==> src/rtl/core/plc_pkg.sv <==
`default_nettype none

package plc_pkg;

   localparam int unsigned ENTRY_COUNT = 16;
   localparam int unsigned ENTRY_BITS  = 4;
   localparam int unsigned COLOR_BITS  = 24;
   localparam int unsigned CHAN_BITS   = 8;
   localparam int unsigned INDEX_BITS  = 16;
   localparam int unsigned CSR_IDX_BITS  = 1;
   localparam int unsigned CSR_DATA_BITS = 1;

   typedef enum logic {
      OP_WRITE  = 1'b0,
      OP_LOOKUP = 1'b1
   } opcode_type;

   typedef enum logic [CSR_IDX_BITS-1:0] {
      CSR_BLEND_ENABLE     = 1'b0,
      CSR_SCALE_FIXED_MODE = 1'b1
   } csr_index_type;

   localparam logic [CHAN_BITS-1:0] BRIGHT_FULL = 8'd255;
   localparam logic [CHAN_BITS-1:0] BRIGHT_OFF  = 8'd0;

endpackage

`default_nettype wire

==> src/rtl/core/plc_if.sv <==
`default_nettype none

interface plc_req_if;
   logic                                 valid;
   logic                                 ready;
   logic                                 opcode;
   logic [plc_pkg::ENTRY_BITS-1:0]       entry_number;
   logic [plc_pkg::COLOR_BITS-1:0]       entry_color;
   logic [plc_pkg::INDEX_BITS-1:0]       color_index;
   logic [plc_pkg::CHAN_BITS-1:0]        brightness;

   modport source (output valid, opcode, entry_number, entry_color, color_index, brightness,
                   input ready);
   modport sink (input valid, opcode, entry_number, entry_color, color_index, brightness,
                 output ready);
endinterface

interface plc_rsp_if;
   logic                          valid;
   logic                          ready;
   logic [plc_pkg::CHAN_BITS-1:0] red;
   logic [plc_pkg::CHAN_BITS-1:0] green;
   logic [plc_pkg::CHAN_BITS-1:0] blue;

   modport source (output valid, red, green, blue, input ready);
   modport sink (input valid, red, green, blue, output ready);
endinterface

`default_nettype wire

==> src/rtl/core/palette_color_lookup.sv <==
`default_nettype none

// Sixteen-entry RGB palette lookup with linear blend and brightness scaling.
// One beat per clock is taken on req_chan, write or lookup alike, unless a full
// stall holds req_chan.ready low. A write updates the palette at its accept edge
// and gives no rsp beat; a lookup issued on the next cycle already sees it. A
// lookup gives one rsp beat, registered through palette read, blend multiply,
// blend sum, brightness multiply and the output register, one stage each. Stages
// hold independently, so bubbles are squeezed out while rsp_chan stalls. The
// palette reads black after reset through per-entry valid bits; no clearing pass is needed.
module palette_color_lookup (
   input  wire logic                                clock,
   input  wire logic                                reset,
   plc_req_if.sink                                  req_chan,
   plc_rsp_if.source                                rsp_chan,
   input  wire logic                                csr_write_enable,
   input  wire logic [plc_pkg::CSR_IDX_BITS-1:0]    csr_index,
   input  wire logic [plc_pkg::CSR_DATA_BITS-1:0]   csr_write_data
);

   localparam int unsigned CW = plc_pkg::CHAN_BITS;
   localparam int unsigned EB = plc_pkg::ENTRY_BITS;
   localparam int unsigned PW = 2 * CW;   // product width, 8x9 fits below 2^16
   localparam int unsigned WW = CW + 1;   // weight width, blend weights up to 256, brightness weight up to 257

   // configuration
   logic blend_enable_ff;
   logic scale_fixed_ff;

   always_ff @(posedge clock) begin
      if (reset) begin
         blend_enable_ff <= 1'b1;
         scale_fixed_ff  <= 1'b1;
      end else if (csr_write_enable) begin
         case (plc_pkg::csr_index_type'(csr_index))
            plc_pkg::CSR_BLEND_ENABLE:     blend_enable_ff <= csr_write_data[0];
            plc_pkg::CSR_SCALE_FIXED_MODE: scale_fixed_ff  <= csr_write_data[0];
            default: ;
         endcase
      end
   end

   // stage valids and per-stage ready
   logic s1_valid_ff, s2_valid_ff, s3_valid_ff, s4_valid_ff, rsp_valid_ff;
   logic rdy1, rdy2, rdy3, rdy4, rdy5;
   logic req_accept, lookup_accept, write_accept;

   assign rdy5 = !rsp_valid_ff || rsp_chan.ready;
   assign rdy4 = !s4_valid_ff || rdy5;
   assign rdy3 = !s3_valid_ff || rdy4;
   assign rdy2 = !s2_valid_ff || rdy3;
   assign rdy1 = !s1_valid_ff || rdy2;

   assign req_chan.ready = rdy1;
   assign req_accept     = req_chan.valid && rdy1;
   assign lookup_accept  = req_accept && (req_chan.opcode == plc_pkg::OP_LOOKUP);
   assign write_accept   = req_accept && (req_chan.opcode == plc_pkg::OP_WRITE);

   // palette memory, valid bits give the black reset value
   logic [plc_pkg::COLOR_BITS-1:0]  pal_mem [plc_pkg::ENTRY_COUNT];
   logic [plc_pkg::ENTRY_COUNT-1:0] pal_valid_ff;

   always_ff @(posedge clock) begin
      if (write_accept) begin
         pal_mem[req_chan.entry_number] <= req_chan.entry_color;
      end
   end

   always_ff @(posedge clock) begin
      if (reset) begin
         pal_valid_ff <= '0;
      end else if (write_accept) begin
         pal_valid_ff[req_chan.entry_number] <= 1'b1;
      end
   end

   // stage 1: palette read
   logic [EB-1:0]                   hi_idx, nx_idx;
   logic [CW-1:0]                   frac_in;
   logic [plc_pkg::COLOR_BITS-1:0]  e1_ff, e2_ff;
   logic                            ev1_ff, ev2_ff;
   logic [CW-1:0]                   s1_frac_ff, s1_bright_ff;
   logic                            s1_blend_ff;

   assign hi_idx  = req_chan.color_index[plc_pkg::INDEX_BITS-1 -: EB];
   assign nx_idx  = hi_idx + EB'(1);
   assign frac_in = req_chan.color_index[plc_pkg::INDEX_BITS-EB-1 -: CW];

   always_ff @(posedge clock) begin
      if (reset) begin
         s1_valid_ff <= 1'b0;
      end else if (rdy1) begin
         s1_valid_ff <= lookup_accept;
      end
   end

   always_ff @(posedge clock) begin
      if (lookup_accept) begin
         e1_ff        <= pal_mem[hi_idx];
         e2_ff        <= pal_mem[nx_idx];
         ev1_ff       <= pal_valid_ff[hi_idx];
         ev2_ff       <= pal_valid_ff[nx_idx];
         s1_frac_ff   <= frac_in;
         s1_bright_ff <= req_chan.brightness;
         s1_blend_ff  <= blend_enable_ff && (frac_in != '0);
      end
   end

   // stage 2: blend products
   logic [2:0][CW-1:0] c1_in, c2_in;
   logic [WW-1:0]      w1_in, w2_in;
   logic [2:0][PW-1:0] p1_ff, p2_ff;
   logic [2:0][CW-1:0] s2_c1_ff;
   logic [CW-1:0]      s2_bright_ff;
   logic               s2_blend_ff;

   always_comb begin
      for (int k = 0; k < 3; k++) begin
         c1_in[k] = ev1_ff ? e1_ff[k*CW +: CW] : '0;
         c2_in[k] = ev2_ff ? e2_ff[k*CW +: CW] : '0;
      end
      // fixed mode scales by b+1
      if (scale_fixed_ff) begin
         w1_in = WW'(9'd256 - {1'b0, s1_frac_ff});
         w2_in = {1'b0, s1_frac_ff} + WW'(1);
      end else begin
         w1_in = WW'(9'd255 - {1'b0, s1_frac_ff});
         w2_in = {1'b0, s1_frac_ff};
      end
   end

   always_ff @(posedge clock) begin
      if (reset) begin
         s2_valid_ff <= 1'b0;
      end else if (rdy2) begin
         s2_valid_ff <= s1_valid_ff;
      end
   end

   always_ff @(posedge clock) begin
      if (rdy2 && s1_valid_ff) begin
         for (int k = 0; k < 3; k++) begin
            p1_ff[k] <= PW'(c1_in[k] * w1_in);
            p2_ff[k] <= PW'(c2_in[k] * w2_in);
         end
         s2_c1_ff     <= c1_in;
         s2_bright_ff <= s1_bright_ff;
         s2_blend_ff  <= s1_blend_ff;
      end
   end

   // stage 3: blend sum, wraps mod 256
   logic [2:0][CW-1:0] ch_in;
   logic [WW-1:0]      bw_in;
   logic [2:0][CW-1:0] s3_ch_ff;
   logic [WW-1:0]      s3_bw_ff;
   logic [CW-1:0]      s3_bright_ff;

   always_comb begin
      for (int k = 0; k < 3; k++) begin
         ch_in[k] = s2_blend_ff ? CW'(p1_ff[k][PW-1:CW] + p2_ff[k][PW-1:CW]) : s2_c1_ff[k];
      end
      // dimming multiplies by brightness+1, fixed mode adds one more
      bw_in = {1'b0, s2_bright_ff} + (scale_fixed_ff ? WW'(2) : WW'(1));
   end

   always_ff @(posedge clock) begin
      if (reset) begin
         s3_valid_ff <= 1'b0;
      end else if (rdy3) begin
         s3_valid_ff <= s2_valid_ff;
      end
   end

   always_ff @(posedge clock) begin
      if (rdy3 && s2_valid_ff) begin
         s3_ch_ff     <= ch_in;
         s3_bw_ff     <= bw_in;
         s3_bright_ff <= s2_bright_ff;
      end
   end

   // stage 4: brightness products
   logic [2:0][PW-1:0] dp_ff;
   logic [2:0][CW-1:0] s4_ch_ff;
   logic [CW-1:0]      s4_bright_ff;

   always_ff @(posedge clock) begin
      if (reset) begin
         s4_valid_ff <= 1'b0;
      end else if (rdy4) begin
         s4_valid_ff <= s3_valid_ff;
      end
   end

   always_ff @(posedge clock) begin
      if (rdy4 && s3_valid_ff) begin
         for (int k = 0; k < 3; k++) begin
            dp_ff[k] <= PW'(s3_ch_ff[k] * s3_bw_ff);
         end
         s4_ch_ff     <= s3_ch_ff;
         s4_bright_ff <= s3_bright_ff;
      end
   end

   // stage 5: output register
   logic [2:0][CW-1:0] out_in;
   logic [2:0][CW-1:0] out_ff;

   always_comb begin
      for (int k = 0; k < 3; k++) begin
         if (s4_bright_ff == plc_pkg::BRIGHT_FULL) begin
            out_in[k] = s4_ch_ff[k];
         end else if (s4_bright_ff == plc_pkg::BRIGHT_OFF || s4_ch_ff[k] == '0) begin
            out_in[k] = '0;
         end else begin
            out_in[k] = dp_ff[k][PW-1:CW] + (scale_fixed_ff ? CW'(0) : CW'(1));
         end
      end
   end

   always_ff @(posedge clock) begin
      if (reset) begin
         rsp_valid_ff <= 1'b0;
      end else if (rdy5) begin
         rsp_valid_ff <= s4_valid_ff;
      end
   end

   always_ff @(posedge clock) begin
      if (rdy5 && s4_valid_ff) begin
         out_ff <= out_in;
      end
   end

   assign rsp_chan.valid = rsp_valid_ff;
   assign rsp_chan.red   = out_ff[2];
   assign rsp_chan.green = out_ff[1];
   assign rsp_chan.blue  = out_ff[0];

   // checks
   a_lookup_enters: assert property (@(posedge clock) disable iff (reset)
      lookup_accept |=> s1_valid_ff)
      else $error("accepted lookup did not enter stage 1");

   a_write_no_beat: assert property (@(posedge clock) disable iff (reset)
      (write_accept && !s1_valid_ff) |=> !s1_valid_ff)
      else $error("palette write produced a pipeline beat");

   a_reset_black: assert property (@(posedge clock)
      $past(reset) |-> (pal_valid_ff == '0))
      else $error("palette valid bits not cleared by reset");

   a_full_stall: assert property (@(posedge clock) disable iff (reset)
      (s1_valid_ff && s2_valid_ff && s3_valid_ff && s4_valid_ff && rsp_valid_ff
       && !rsp_chan.ready) |-> !req_chan.ready)
      else $error("input taken while every stage is held");

   a_dark_output: assert property (@(posedge clock) disable iff (reset)
      (s4_valid_ff && rdy5 && s4_bright_ff == plc_pkg::BRIGHT_OFF)
      |=> (out_ff == '0))
      else $error("zero brightness gave a nonblack beat");

endmodule

`default_nettype wire

==> src/flat_wrapper.sv <==
// flat-port wrapper written by rule: the top's interface ports become plain ports
module palette_color_lookup_flat 
  (clock, reset, csr_write_enable, csr_index, csr_write_data, req_chan_valid, req_chan_opcode, req_chan_entry_number, req_chan_entry_color, req_chan_color_index, req_chan_brightness, req_chan_ready, rsp_chan_valid, rsp_chan_red, rsp_chan_green, rsp_chan_blue, rsp_chan_ready);
  plc_req_if req_chan_i ();
  plc_rsp_if rsp_chan_i ();
  input  wire logic clock;
  input  wire logic reset;
  input  wire logic csr_write_enable;
  input  wire logic [plc_pkg::CSR_IDX_BITS-1:0] csr_index;
  input  wire logic [plc_pkg::CSR_DATA_BITS-1:0] csr_write_data;
  input wire logic [$bits(req_chan_i.valid)-1:0] req_chan_valid;
  input wire logic [$bits(req_chan_i.opcode)-1:0] req_chan_opcode;
  input wire logic [$bits(req_chan_i.entry_number)-1:0] req_chan_entry_number;
  input wire logic [$bits(req_chan_i.entry_color)-1:0] req_chan_entry_color;
  input wire logic [$bits(req_chan_i.color_index)-1:0] req_chan_color_index;
  input wire logic [$bits(req_chan_i.brightness)-1:0] req_chan_brightness;
  output wire logic [$bits(req_chan_i.ready)-1:0] req_chan_ready;
  output wire logic [$bits(rsp_chan_i.valid)-1:0] rsp_chan_valid;
  output wire logic [$bits(rsp_chan_i.red)-1:0] rsp_chan_red;
  output wire logic [$bits(rsp_chan_i.green)-1:0] rsp_chan_green;
  output wire logic [$bits(rsp_chan_i.blue)-1:0] rsp_chan_blue;
  input wire logic [$bits(rsp_chan_i.ready)-1:0] rsp_chan_ready;
  assign req_chan_i.valid = req_chan_valid;
  assign req_chan_i.opcode = req_chan_opcode;
  assign req_chan_i.entry_number = req_chan_entry_number;
  assign req_chan_i.entry_color = req_chan_entry_color;
  assign req_chan_i.color_index = req_chan_color_index;
  assign req_chan_i.brightness = req_chan_brightness;
  assign req_chan_ready = req_chan_i.ready;
  assign rsp_chan_valid = rsp_chan_i.valid;
  assign rsp_chan_red = rsp_chan_i.red;
  assign rsp_chan_green = rsp_chan_i.green;
  assign rsp_chan_blue = rsp_chan_i.blue;
  assign rsp_chan_i.ready = rsp_chan_ready;
  palette_color_lookup u_core (.clock(clock), .reset(reset), .req_chan(req_chan_i), .rsp_chan(rsp_chan_i), .csr_write_enable(csr_write_enable), .csr_index(csr_index), .csr_write_data(csr_write_data));
endmodule
==> config.mk <==
export PLATFORM = sky130hd
export DESIGN_NAME = palette_color_lookup_flat
export DESIGN_NICKNAME = d
export VERILOG_FILES = /design/src/rtl/core/plc_pkg.sv /design/src/rtl/core/plc_if.sv /design/src/rtl/core/palette_color_lookup.sv /design/src/flat_wrapper.sv
export SDC_FILE = /design/constraint.sdc
export NUM_CORES = 2
export LEC_CHECK = 0
export BUFFER_PORTS_ARGS = -buffer_cell sky130_fd_sc_hd__buf_4
export CELL_PAD_IN_SITES_DETAIL_PLACEMENT = 0
export CELL_PAD_IN_SITES_GLOBAL_PLACEMENT = 2
export CORE_ASPECT_RATIO = 1.75
export CORE_MARGIN = 8
export CORE_UTILIZATION = 40
export CTS_CLUSTER_DIAMETER = 100
export DETAILED_ROUTE_END_ITERATION = 10
export GPL_TIMING_DRIVEN = 1
export PLACE_DENSITY_LB_ADDON = 0.1
export SLEW_MARGIN = 20
export SYNTH_ARGS = -nofsm -noshare
export SYNTH_HDL_FRONTEND = slang
export SYNTH_SLANG_ARGS = --single-unit
==> constraint.sdc <==
create_clock -name clock -period 10.5 [get_ports clock]
set_input_delay 2.1 -clock clock [delete_from_list [all_inputs] [get_ports clock]]
set_output_delay 2.1 -clock clock [all_outputs]
set_load 0.02 [all_outputs]
---- Word level (Yosys, flattened, before mapping) ----
Memories as Yosys holds them, arrays and structs flattened. A register that Yosys moved wholly into a read port is not among the register bits.
Cells that the tools add are included.
word-level totals
  bits in registers ....................... 316
  bits in latches ......................... 0
  RAM bits ................................ 384
  ROM bits ................................ 0
  bits of input ports ..................... 60
  output and inout bits ................... 26
  logic and storage cells ................. 124
  memories kept ........................... 1
memories
  name            words  width  read ports  clocked after memory_dff  wr ports  line                        source
  u_core.pal_mem  16     24     2           2                         1         palette_color_lookup.sv:60  logic [plc_pkg::COLOR_BITS-1:0] pal_mem [plc_pkg::ENTRY_COUNT];
cells by class
  add/sub/neg operators ................... 11
  multiply operators ...................... 9
  divide/modulo/power cells ............... 0
  $lt $le $gt $ge ......................... 4
  equal/unequal tests ..................... 1
  shift-type cells ........................ 0
  muxes and demuxes ....................... 27
  bitwise operators ....................... 3
  reduce and logical (&&, ||, !) cells .... 29
operators with widths
  cell                                                               count
  multiplier 8 x 9 -> 16 bit                                         9
  2-to-1 mux 8 bit                                                   15
  adder 8 bit                                                        6
  zero test 8 bit                                                    4
  2-to-1 mux 9 bit                                                   2
  bitwise OR 16 bit                                                  1
  < comparator 4 x 5 -> 1 bit, second input constant                 3
  adder 8 x 1 -> 9 bit, second input constant                        1
  adder 8 x 9 -> 9 bit                                               1
  logical AND 1 bit                                                  9
  subtractor 8 x 8 -> 9 bit, first input constant                    1
  subtractor 9 x 8 -> 9 bit, first input constant                    1
  binary-select mux 1 bit (select 4 bit)                             2
  equality test 8 bit, second input constant                         1
  logical OR 1 bit                                                   8
  nonzero test 8 bit                                                 1
  2-to-1 mux 1 bit                                                   6
  zero test 1 bit                                                    5
  adder 4 x 1 -> 4 bit, second input constant                        1
  demux 1 bit (select 4 bit)                                         1
  greater-or-equal comparator 4 x 1 -> 1 bit, second input constant  1
  AND reduction 2 bit                                                2
  2-to-1 mux 2 bit                                                   1
  NOT 1 bit                                                          2

---- Logic depth before layout (Yosys ltp) ----
  depth after elaboration ................. 10
  depth in mapped cells ................... 23
  depth with buffers taken out ............ 21

---- Worst setup path after synthesis ----
OpenSTA, ideal clock, no wires.
  path kind ............................... input -> register
  start ................................... in rsp_chan_ready
  end ..................................... reg u_core.p1_ff[10] (netlist name) (enable)
  library setup time ...................... 0.644 ns
  data arrival time ....................... 8.370 ns
  slack ................................... 1.486 ns
  cell stages on the path ................. 4
  buffers on the path ..................... 1
  cell sequence ........................... nor2b_1 and3_1 clkbuf_1 a21boi_0
between the ends
  word-level cells in the longest chain between the ends .. 5
ends and longest elaborated chain
  item                            line                         source
  start: declaration              flat_wrapper.sv:22           input wire logic [$bits(rsp_chan_i.ready)-1:0] rsp_chan_ready;
  logical OR 1 bit                palette_color_lookup.sv:48   assign rdy5 = !rsp_valid_ff || rsp_chan.ready;
  logical OR 1 bit                palette_color_lookup.sv:49   assign rdy4 = !s4_valid_ff || rdy5;
  logical OR 1 bit                palette_color_lookup.sv:50   assign rdy3 = !s3_valid_ff || rdy4;
  logical OR 1 bit                palette_color_lookup.sv:51   assign rdy2 = !s2_valid_ff || rdy3;
  logical AND 1 bit               palette_color_lookup.sv:141  if (rdy2 && s1_valid_ff) begin
  end signal: indexed assignment  palette_color_lookup.sv:143  p1_ff[k] <= PW'(c1_in[k] * w1_in);
  end: declaration                palette_color_lookup.sv:112  logic [2:0][PW-1:0] p1_ff, p2_ff;
Every way passes these cells.
A chain may end at the register's enable or synchronous reset.

---- Worst setup path in the final report ----
  start ................................... reg u_core.s1_frac_ff[2]
  end ..................................... reg u_core.p1_ff[46] (netlist name) (data pin)
between the ends
  word-level cells in the longest chain between the ends .. 3
ends and longest elaborated chain
  item                                                                    line                                                      source
  start: declaration                                                      palette_color_lookup.sv:82                                logic [CW-1:0] s1_frac_ff, s1_bright_ff;
  start signal: assignment                                                palette_color_lookup.sv:103                               s1_frac_ff <= frac_in;
  subtractor 9 x 8 -> 9 bit or subtractor 8 x 8 -> 9 bit (tied branches)  palette_color_lookup.sv:124, palette_color_lookup.sv:127
  2-to-1 mux 9 bit (*)                                                    palette_color_lookup.sv:123                               if (scale_fixed_ff) begin
  multiplier 8 x 9 -> 16 bit (*)                                          palette_color_lookup.sv:143
Mark *: on every way between the ends. The rest lies on a longest branch, timed or not.

==> flow_metrics.tcl <==
set metrics [dict create \
    status "finished clean" \
    nets 4405 \
    dp_cells 5094 \
    cts_setup_buffers 0 \
    cts_num_sinks 676 \
    finalPower_mw 7.01 \
    p_seq_share_pct 44.1 \
    grt_max_degree 94 \
    p_int_mw 5.06 \
    finalClockSkew_ps 24.8 \
    r2r_cells 20 \
    grt_pass1_wl_mm 184 \
    rows 165 \
    core-area_sq_um 116000 \
    start_util_pct 40.3 \
    fin_crit_sh_pct 59.8 \
    cts_buffers 68 \
    chipWidth_um 274 \
    regToRegEndpoint "u_core.p1_ff[46]$_DFFE_PP_" \
    finalNonFillerCells 5216 \
    pwr-share-comb_pct 20.4 \
    switching_share_pct 27.8 \
    grtUsageMet1_pct 19.7 \
    crit_buf_inv 3 \
    place_ws_ps 4190 \
    hp-class "reg -> reg" \
    synth-seq-cells 676 \
    cts.clk_slew.worst_paths_ps 70 \
    holdCritStartpoint "u_core.s1_bright_ff[2]$_DFFE_PP_" \
    holdPathEnd "u_core.s2_bright_ff[2]$_DFFE_PP_" \
    hpwlAfterDp_mm 86.7 \
    rsz0062_at_grt "no" \
    n_fill_cell 10500 \
    grt_usage_pct 18.9 \
    ctsResizeCount 0 \
    wl_per_cell_um 22.8 \
    cpMaxStageDelayCell "fa_1" \
    grt_pass1_vias 31500 \
    fmax_mhz 159 \
    dr.pass1.iters 5 \
    seq_area_sq_um 20100 \
    htree_levels 3 \
    maxSlewViolCount 0 \
    drive_above_1_share_pct 15.6 \
    drc 0 \
    clkPwrFrac_pct 35.4 \
    synthArstFlopShare_pct 0 \
    dieArea_sq_um 128000 \
    leakage_nw 21.0 \
    fin_ws_ps 4220 \
    synth-main-ff-cell "edfxtp_1" \
    crit_top_cell "fa_1" \
    cpPeakStageDelay_ps 550 \
    finalHoldViolCount 0 \
    gr-total-overflow 0 \
    crit_path_cell_trace "nand2b_1 -> nor3_1 -> nand2_1 -> xnor2_1 -> buf_4 -> nor2_1 -> fa_1 -> fa_1 -> fa_1 -> inv_1 -> fa_1 -> inv_1 -> ha_1 -> nand2_1 -> o41a_1 -> o41a_1 -> a311oi_2 -> o21a_1 -> nor2_1 -> xnor2_1" \
    die-height_um 467 \
    pwr_density_cell_nw_per_um2 136 \
    critPathLaunchType "flip-flop" \
    critPathRequiredTime_ps 10910 \
    synth_area_sq_um 46600 \
    yosysUniqueCellTypes 57 \
    ant_nets 0 \
    grt_busiest_layer "met2" \
    setup_viol 0 \
    synth_nets 4326 \
    drt_iter0_markers 1184 \
    rrSetupSlack_ps 4220 \
    insertion_delay_ps 670 \
    num_io_pins 86 \
    cts_buffer_depth 3 \
    crit_family "adder cells" \
    worstReg2RegStart "u_core.s1_frac_ff[2]$_DFFE_PP_" \
    ys_seq_area_share_pct 43.1 \
    syn_area_per_cell_sq_um 13.0 \
    cts-root-buf "clkbuf_16" \
    whs_path_depth 0 \
    drt_wl_total_mm 119 \
    ir_drop_uv 144 \
    antenna_found_initial 0 \
    grtUsageMet3_pct 1.94 \
    multiInputGateArea_sq_um 24400 \
    crit_type "reg -> reg" \
    cts_tree "yes" \
    vias_per_cell 5.33 \
    finalWorstPathRequiredPeriod_ps 6280 \
    areaGrowthSynthToFinish_pct 10.8 \
    power_switching_mw 1.95 \
    worstSetupEndpointType "flip-flop" \
    yosysWarnings 0 \
    synth-edff-count 653 \
    use_met2_pct 37.9 \
    postSynthCellCount 3582 \
    worstMarginPinSlew_ps 1160 \
    vias 27800 \
    gp_congestion 0.800 \
    arrival_ps 6680 \
    io_buffers 81 \
    ctsHoldBuffers 0 \
    drv_cap 0 \
    critPathMaxFanout 18 \
    slew_headroom_pct 21.6 \
    tns_ps 0 \
]
per-layer routing:
layer | wire length (um) | up-vias
met1 | 42300 | 14500
met2 | 68900 | 546
met5 | 0 | -
li1 | - | 12500
met4 | 4140 | 0
met3 | 3630 | 177
metrics by stage:
stage | hold slack [ps] | area (sq um) | util [%]
finish | 419 | 51600 | 44.6
global route | 424 | 51600 | 44.6
CTS | 420 | 51600 | 44.6
detailed placement | 405 | 49300 | 42.7
global placement | 407 | 49300 | 42.7
floorplan | 400 | 46600 | -
cells by family (layout without fill, tap and decap cells):
family / after synthesis / count (layout) / share of synthesized area, %
mux: 271 / 271 / 12.6
buf+inv: 628 / 758 / 5.10
xor+xnor: 158 / 158 / 2.97
simple gates: 943 / 943 / 9.05
compound gates: 222 / 222 / 2.99
other cells: 0 / 1 / 0
fa+ha+maj: 684 / 684 / 24.2
flops: 676 / 676 / 43.1
placed cells by master (no fill, tap or decap), types with 12 or more instances in the layout:
master / Yosys / routed
nor3_1: 18 / 14
nand2b_1: 17 / 17
clkbuf_16: 0 / 70
inv_1: 492 / 492
nand2_1: 243 / 243
xor2_1: 57 / 52
nor2b_1: 21 / 19
o21a_1: 13 / 13
and3_1: 12 / 12
mux4_2: 250 / 250
and2_1: 104 / 104
edfxtp_1: 653 / 653
o21ai_0: 44 / 44
fa_1: 364 / 364
nand3_1: 30 / 30
nor2_4: 0 / 12
ha_1: 320 / 319
a21o_1: 22 / 22
buf_4: 1 / 141
dfxtp_1: 23 / 23
xnor2_1: 101 / 94
or2_2: 25 / 25
nor2_1: 427 / 414
a21oi_1: 80 / 80
mux2_2: 18 / 18
synthesized netlist by cell type (all sizes together) (4+ instances only):
library cell / n / area (sq um)
o21bai: 9 / 67.6
nand2b: 17 / 106
a211oi: 6 / 45.0
a21boi: 7 / 52.6
a211o: 10 / 87.6
xnor2: 101 / 885
mux2: 18 / 203
or2: 25 / 156
and2: 104 / 651
a31oi: 7 / 43.8
or3: 7 / 48.8
nor2: 427 / 1600
o31ai: 5 / 37.5
a21o: 22 / 165
nor3: 18 / 90.1
mux4: 250 / 5630
and3: 12 / 75.1
nand3: 30 / 150
a2111oi: 4 / 35.0
nand4: 11 / 68.8
ha: 320 / 4000
nand4b: 6 / 52.6
nand2: 243 / 912
xor2: 57 / 499
edfxtp: 653 / 19600
dfxtp: 23 / 460
inv: 492 / 1850
buf: 34 / 146
nand3b: 4 / 30.0
nor2b: 21 / 131
a311oi: 4 / 41.3
o21a: 13 / 97.6
nor4: 11 / 68.8
o21ai: 44 / 220
a21oi: 80 / 400
clkbuf: 102 / 383
fa: 364 / 7290
how the worst max path moves through the flow:
stage,from,to,slack [ps],cells past startpoint
after global routing,u_core.scale_fixed_ff$_SDFFE_PP1P_,u_core.p1_ff[15]$_DFFE_PP_,3840,19
after CTS,u_core.s1_frac_ff[0]$_DFFE_PP_,u_core.p2_ff[31]$_DFFE_PP_,4150,17
after floorplan,rsp_chan_ready,u_core.p1_ff[10]$_DFFE_PP_,1490,4
after global placement,u_core.scale_fixed_ff$_SDFFE_PP1P_,u_core.p1_ff[28]$_DFFE_PP_,4160,19
after detailed placement,u_core.scale_fixed_ff$_SDFFE_PP1P_,u_core.p1_ff[14]$_DFFE_PP_,4190,19
final,u_core.s1_frac_ff[2]$_DFFE_PP_,u_core.p1_ff[46]$_DFFE_PP_,4220,20
layout make-up:
| type | instances | area share [%] |
|---|---|---|
| Multi-Input combinational cell | 2278 | 47.4 |
| Sequential cell | 676 | 38.9 |
| Tap cell | 1503 | 3.64 |
| Inverter | 492 | 3.58 |
| Clock buffer | 81 | 3.47 |
| Timing Repair Buffer | 145 | 2.15 |
| Clock inverter | 40 | 0.909 |
| Antenna cell | 1 | 0.00485 |
power groups by stage:
stage,Combinational (mW),Clock [mW],Sequential (mW)
after floorplan,1.02,0,3.14
after global placement,1.45,0,3.15
after detailed placement,1.46,0,3.15
after CTS,1.48,2.56,3.10
after global routing,1.63,2.64,3.10
final,1.43,2.48,3.10
registers in the layout, summed over array words and instances, names as in the netlist, 9 cells and up:
signal               flops
u_core.pal_mem         384
u_core.dp_ff            24
u_core.e1_ff            24
u_core.e2_ff            24
u_core.p1_ff            24
u_core.p2_ff            24
u_core.s2_c1_ff         24
u_core.s3_ch_ff         24
u_core.s4_ch_ff         24
u_core.pal_valid_ff     16
u_core.s3_bw_ff          9
worst reg2reg max path, cell delays in order, from the launching register on:
cell and delay, ps:
edfxtp_1 540, nand2b_1 220, nor3_1 490, nand2_1 200, xnor2_1 190, buf_4 320, nor2_1 120, fa_1 510
fa_1 550, fa_1 510, inv_1 50, fa_1 480, inv_1 50, ha_1 350, nand2_1 100, o41a_1 400
o41a_1 160, a311oi_2 420, o21a_1 190, nor2_1 50, xnor2_1 110
No activity file was read; power rests on OpenSTA's default activity.
